==> config.mk <==
export PLATFORM = sky130hd
export DESIGN_NAME = fdl_datapath
export DESIGN_NICKNAME = d
export VERILOG_FILES = /design/src/sv/fdl_pkg.sv /design/src/sv/fdl_datapath.sv
export SDC_FILE = /design/constraint.sdc
export NUM_CORES = 2
export LEC_CHECK = 0
export BUFFER_PORTS_ARGS = -buffer_cell sky130_fd_sc_hd__buf_2
export CAP_MARGIN = 25
export CORE_MARGIN = 2
export CORE_UTILIZATION = 63
export CTS_BUF_LIST = sky130_fd_sc_hd__clkbuf_8
export DETAILED_ROUTE_END_ITERATION = 16
export GPL_ROUTABILITY_DRIVEN = 0
export PLACE_DENSITY_LB_ADDON = 0.25
export SETUP_SLACK_MARGIN = 0.15
export SYNTH_ARGS = -nofsm -noshare
export SYNTH_HDL_FRONTEND = slang
export SYNTH_SLANG_ARGS = --single-unit
==> constraint.sdc <==
create_clock -name clock -period 9.6 [get_ports clock]
set_input_delay 0.96 -clock clock [delete_from_list [all_inputs] [get_ports clock]]
set_output_delay 0.96 -clock clock [all_outputs]
set_load 0.005 [all_outputs]
==> src/sv/fdl_pkg.sv <==
// fdl_pkg: shared constants, register index codes and control types
// for the feedback delay line core and its submodules; no dependencies

package fdl_pkg;

   localparam int CSR_INDEX_BITS    = 8;
   localparam int CSR_DATA_BITS     = 16;
   localparam int SAMPLE_IO_BITS    = 16;
   localparam int GAIN_BITS         = 16;
   localparam int LENGTH_FIELD_BITS = 13;

   localparam logic signed [GAIN_BITS-1:0] FEEDBACK_GAIN_RESET = 16'sh0000;
   localparam logic signed [GAIN_BITS-1:0] DRY_GAIN_RESET      = 16'sh7FFF;
   localparam logic signed [GAIN_BITS-1:0] WET_GAIN_RESET      = 16'sh0000;

   typedef enum logic [CSR_INDEX_BITS-1:0] {
      CSR_DELAY_LENGTH  = 8'd0,
      CSR_FEEDBACK_GAIN = 8'd1,
      CSR_DRY_GAIN      = 8'd2,
      CSR_WET_GAIN      = 8'd3
   } csr_index_type;

   typedef struct packed {
      logic advance;
      logic fwd_hit;
   } fdl_ctrl_type;

endpackage

==> src/sv/fdl_datapath.sv <==
// fdl_datapath: gain multiply, rounding and saturation pipeline with the
// output register; depends on fdl_pkg for widths and the control struct

module fdl_datapath import fdl_pkg::*; #(
   parameter int SB = 16
) (
   input  logic                              clock,
   input  fdl_ctrl_type                      ctrl,
   input  logic signed [SAMPLE_IO_BITS-1:0]  sample_in,
   input  logic                              last_in,
   input  logic signed [SB-1:0]              rd_data,
   input  logic signed [GAIN_BITS-1:0]       feedback_gain,
   input  logic signed [GAIN_BITS-1:0]       dry_gain,
   input  logic signed [GAIN_BITS-1:0]       wet_gain,
   output logic signed [SB-1:0]              stored_out,
   output logic signed [SAMPLE_IO_BITS-1:0]  sample_out,
   output logic                              last_out
);

   localparam int PW = SB + GAIN_BITS;
   localparam int SW = SB + 18;
   localparam logic signed [SW-1:0] RND_HALF = SW'(16384);
   localparam logic signed [SW-1:0] SAT_HI = {{(SW-SB+1){1'b0}}, {(SB-1){1'b1}}};
   localparam logic signed [SW-1:0] SAT_LO = ~SAT_HI;

   function automatic logic signed [SB-1:0] clamp(input logic signed [SW-1:0] v);
      if (v > SAT_HI) begin
         return SAT_HI[SB-1:0];
      end else if (v < SAT_LO) begin
         return SAT_LO[SB-1:0];
      end
      return v[SB-1:0];
   endfunction

   // b stage
   logic signed [SAMPLE_IO_BITS-1:0] x_b_ff;
   logic                             last_b_ff;
   logic                             fwd_hit_ff;
   logic signed [SB-1:0]             fwd_data_ff;
   logic signed [SB-1:0]             rd_b;
   logic signed [SB-1:0]             x_sat;
   logic signed [PW-1:0]             p_fb_in, p_dry_in, p_wet_in;

   // c stage
   logic signed [SB-1:0]             x_c_ff;
   logic                             last_c_ff;
   logic signed [PW-1:0]             p_fb_ff, p_dry_ff, p_wet_ff;
   logic signed [SW-1:0]             st_sum, mix_sum;
   logic signed [SB-1:0]             stored_c, mix_c;
   logic signed [SW-1:0]             mix_wide;

   // output register
   logic signed [SAMPLE_IO_BITS-1:0] sample_out_ff;
   logic                             last_out_ff;

   always_comb begin
      rd_b     = fwd_hit_ff ? fwd_data_ff : rd_data;
      x_sat    = clamp(SW'(x_b_ff));
      p_fb_in  = rd_b * feedback_gain;
      p_dry_in = x_sat * dry_gain;
      p_wet_in = rd_b * wet_gain;
   end

   always_comb begin
      st_sum   = (SW'(x_c_ff) <<< 15) + SW'(p_fb_ff) + RND_HALF;
      mix_sum  = SW'(p_dry_ff) + SW'(p_wet_ff) + RND_HALF;
      stored_c = clamp(st_sum >>> 15);
      mix_c    = clamp(mix_sum >>> 15);
      mix_wide = SW'($unsigned(mix_c));
   end

   always_ff @(posedge clock) begin
      if (ctrl.advance) begin
         x_b_ff        <= sample_in;
         last_b_ff     <= last_in;
         fwd_hit_ff    <= ctrl.fwd_hit;
         fwd_data_ff   <= stored_c;
         x_c_ff        <= x_sat;
         last_c_ff     <= last_b_ff;
         p_fb_ff       <= p_fb_in;
         p_dry_ff      <= p_dry_in;
         p_wet_ff      <= p_wet_in;
         sample_out_ff <= mix_wide[SAMPLE_IO_BITS-1:0];
         last_out_ff   <= last_c_ff;
      end
   end

   assign stored_out = stored_c;
   assign sample_out = sample_out_ff;
   assign last_out   = last_out_ff;

endmodule

After elaboration in Yosys (flattened, before gate mapping)
Cells that the tools add are included.
{ "word_totals": {"input_bits": 84, "mem_bits_rw": 0, "out_inout_bits": 33, "mem_bits_ro": 0, "latch_bits": 0, "mem_count": 0, "register_bits": 164} }
{ "op_classes": {"n_div": 0, "n_addsub": 4, "eq_ne": 0, "n_reduce_logical": 0, "n_lt_le_gt_ge": 6, "n_shift": 0, "n_mux": 16, "n_mul": 3, "n_bitwise": 0} }
{ "ops": {"columns": ["cell", "n"], "rows": [
  ["2-to-1 mux 16 bit", 10],
  ["multiplier 16 x 16 -> 32 bit", 3],
  ["adder 33 x 16 -> 34 bit (second input constant)", 2],
  ["> comparator 19 x 16 -> 1 bit (second input constant)", 2],
  ["less-than comparator 19 x 16 -> 1 bit (second input constant)", 2],
  ["adder 31 x 32 -> 33 bit", 1],
  ["adder 32 x 32 -> 33 bit", 1],
  ["> comparator 16 bit (second input constant)", 1],
  ["less-than comparator 16 bit (second input constant)", 1],
  ["2-to-1 mux 1 bit", 6]
]} }

Depth between registers and ports, before layout
{ "depth": {"ltp_word": 6, "depth_mapped": 27, "depth_no_buf": 24} }

Worst setup path before layout
Ideal clock, no wire load.
{ "synth_timing": {"path_type": "register to register", "start": "register fwd_hit_ff", "end": "register p_wet_ff[31], data pin", "n_path_buf": 3, "setup_slack_ps": 2345, "setup_time_ps": 190, "required_time_ps": 9410, "arrival_time_ps": 7065, "path_stages_with_launch": 25, "cell_sequence": "edfxtp_1 buf_1 buf_1 mux2_2 clkbuf_1 nand2_1 fa_1 inv_1 fa_1 fa_1 fa_1 inv_1 fa_1 inv_1 fa_1 ha_1 a21o_1 a21oi_1 o21ai_0 a31o_4 a2111oi_4 nor4_2 o41ai_4 mux2i_1 a2111oi_2"} }
{ "synth_between": {"elab_chain_len": 2} }
{ "synth_rtl": {"columns": ["element", "line", "text"], "rows": [
  ["start: declaration", "fdl_datapath.sv:38", "logic fwd_hit_ff;"],
  ["start signal: assignment", "fdl_datapath.sv:76", "fwd_hit_ff <= ctrl.fwd_hit;"],
  ["2-to-1 mux 16 bit", "fdl_datapath.sv:57", "rd_b = fwd_hit_ff ? fwd_data_ff : rd_data;"],
  ["multiplier 16 x 16 -> 32 bit", "fdl_datapath.sv:61", "p_wet_in = rd_b * wet_gain;"],
  ["via p_wet_in[31]", "fdl_datapath.sv:42", "logic signed [PW-1:0] p_fb_in, p_dry_in, p_wet_in;"],
  ["end signal: assignment", "fdl_datapath.sv:82", "p_wet_ff <= p_wet_in;"],
  ["end: declaration", "fdl_datapath.sv:47", "logic signed [PW-1:0] p_fb_ff, p_dry_ff, p_wet_ff;"]
]} }
The timed path passes the listed nets, and every way through them passes these cells.
A chain may end at the register's enable or synchronous reset.

Worst setup path after layout
{ "layout_timing": {"start": "register fwd_hit_ff", "end": "register p_fb_ff[28], data pin"} }
{ "layout_between": {"elab_chain_len": 2} }
{ "layout_rtl": {"columns": ["element", "line", "text"], "rows": [
  ["2-to-1 mux 16 bit", "fdl_datapath.sv:57", null],
  ["multiplier 16 x 16 -> 32 bit", "fdl_datapath.sv:59", "p_fb_in = rd_b * feedback_gain;"],
  ["via p_fb_in[28]", "fdl_datapath.sv:42", null],
  ["end signal: assignment", "fdl_datapath.sv:80", "p_fb_ff <= p_fb_in;"],
  ["end: declaration", "fdl_datapath.sv:47", null]
]} }
The timed path passes the listed nets, and every way through them passes these cells.

==> metrics.cfg <==
[outcome]
status=finished, final reports clean

[drt]
drc=0
ant_nets=0
vias=25071
drt_first_pass_iters=5
wl_per_cell_um=17.8
wl_um=81400
viasPerCell=5.50
drtIter0Drc=1514

[layout]
fill_cells=4666
post-route-util=0.662
layout.nets=4972
final_common_cell=inv_1
drive_gt1_frac=0.0511
syn_to_final_growth_pct=4.12
design_area_sq_um=38000
layout.cells.most_common_list=inv_1 (922), fa_1 (786), nand2_1 (452), and2_1 (345), ha_1 (322)

[global_routing]
grt_pass1_vias=26751
gr-total-overflow=0
use_met2=0.472
grt_util_all_layers=0.291
met3_usage=0.0517
grt_max_degree=85
grt_first_pass_wirelength_um=136000
busiest_layer=met2
gr-usage-met1=0.406
antenna_found_initial=4

[synthesis]
synth-seq-cells=150
ys_types=67
synth_area_leaders=fa_1 (43%), edfxtp_1 (12%), ha_1 (11%)
ys_async_sr_fraction=0
ys.flop_type=edfxtp_1
synthesis.nets=4965
ys_warn_count=0
synth_top_area_frac=0.431
synth-edff-count=150
yosysSeqAreaShare=0.123
syn_area_per_cell_sq_um=9.68
netlist_area_sq_um=36500
syn-instance-count=3773
synth_top_area_cell=fa_1

[sta]
skew_ns=0.0155
slew_headroom=0.213
maxSlewViolCount=0
fin_crit_ns=8.19
worst_slew_pin_slew_ns=1.18
fin_crit_sh=0.853
finalHoldViolCount=0
rsz0062_at_grt=false
setup_viol=0
timing.fmax_mhz=122
tns_ns=0
whs_ns=0.409

[worst_setup_path]
cp-start-kind=register
crit_path_max_fanout=31
critPathCaptureType=register
critPathRequiredTime_ns=9.94
cp_slowest_cell=edfxtp_1
cp_slowest_stage_delay_ns=1.10
path_class=register to register
worstPathCellList=mux2_2, nand2_1, fa_1, inv_1, fa_1, inv_1, fa_1, inv_1, fa_1, inv_1, fa_1, inv_1, fa_1, ha_1, nand3_1, nor3_1, o21ai_1, nand4_1, nor3b_1, o21ai_0, a21boi_0, o21ai_0, a221oi_1
cp_common_cell=fa_1
crit_arrival_ns=8.53

[cts]
clockBufferDepth=2
clk_pin_slew_ns=0.10
cts_tree=done
htree_levels=4
insertion_delay_ns=0.53
cts_made_buffers=17
cts-root-buf=clkbuf_8
postCtsHoldBufs=0
postCtsSetupBuffers=0
clock-sinks=150
cts_resized=0

[place]
place_area_sq_um=37600
dpl.hpwl_um=66500
io_buffers=116

[die]
num_io_pins=117
die-area_sq_um=59900
rows=88
coreArea_sq_um=57500
die_w_um=245
dieHeight_um=245
start_util=0.636

[job]
maxCapViolCount=0

[min_path]
worstHoldPathType=register to register

-- state kept, by name, summed over array words and instances, names as in the netlist --
name / count
p_dry_ff: 32
p_wet_ff: 32
p_fb_ff: 18
fwd_data_ff: 16
sample_out: 16
x_b_ff: 16
x_c_ff: 16
fwd_hit_ff: 1
last_b_ff: 1
last_c_ff: 1
last_out: 1
-- worst max-delay path, delay by kind of cell (launching register included) --
family / cells / cell delay, ns
flip-flops: 1 / 1.10
adder cells (fa/ha/maj): 7 / 3.30
AO/OA/AOI/OAI: 5 / 1.12
buffers and inverters: 5 / 0.26
multiplexers: 1 / 0.80
AND/OR/NAND/NOR: 5 / 1.39
-- metal layers --
metal	vias up	part of all wire
li1	11383	-
met1	12744	0.42
met2	819	0.48
met3	123	0.075
met4	2	0.025
met5	-	0.00016
-- layout make-up --
type / instances / area [sq um] / area share
multi-input cells: 2565 / 28100 / 0.738
flip-flops and latches: 150 / 4500 / 0.118
diodes: 4 / 10.0 / 0.000263
inverters: 921 / 3460 / 0.0909
repair buffers: 125 / 654 / 0.0172
well taps: 765 / 957 / 0.0252
clock buffers: 17 / 234 / 0.00615
clock inverters: 15 / 168 / 0.00441
-- synthesized netlist by cell type, drive strengths merged (25+ instances only) --
cell,n
a21o,47
a21oi,95
and2,345
clkbuf,131
edfxtp,150
fa,786
ha,322
inv,921
nand2,452
nand3,25
nor2,67
o21ai,73
xnor2,83
xor2,37
-- path summary, 6_finish.rpt --
kind         startpoint          end  slack [ns]  depth (start not counted)
max          fwd_hit_ff  p_fb_ff[28]        1.41                         23
min           last_c_ff     last_out        0.41                          0
max reg2reg  fwd_hit_ff  p_fb_ff[28]        1.41                         23
min reg2reg   last_c_ff     last_out        0.41                          0
-- stage by stage --
stage / std cells / setup WS (ns)
floorplan: 3773 / 2.34
global placement: 4526 / 1.83
detailed placement: 4526 / 1.60
CTS: 4558 / 1.53
global route: 4559 / 0.768
finish: 4562 / 1.41
-- logic make-up (layout without fill, tap and decap cells) --
kind of cell	after synthesis	count (layout)	synth area share
buffers and inverters	1058	1078	0.109
DFF	150	150	0.123
muxes	24	24	0.00716
adders and majority gates	1108	1108	0.541
AOI/OAI and AO/OA	319	319	0.0577
and+or+nand+nor	994	994	0.133
xor gates and xnor gates	120	120	0.0288
other	0	4	0
Power is left out: the tool's default activity adds up to more than one toggle a clock period on the data nets, which glitch-free logic cannot reach.
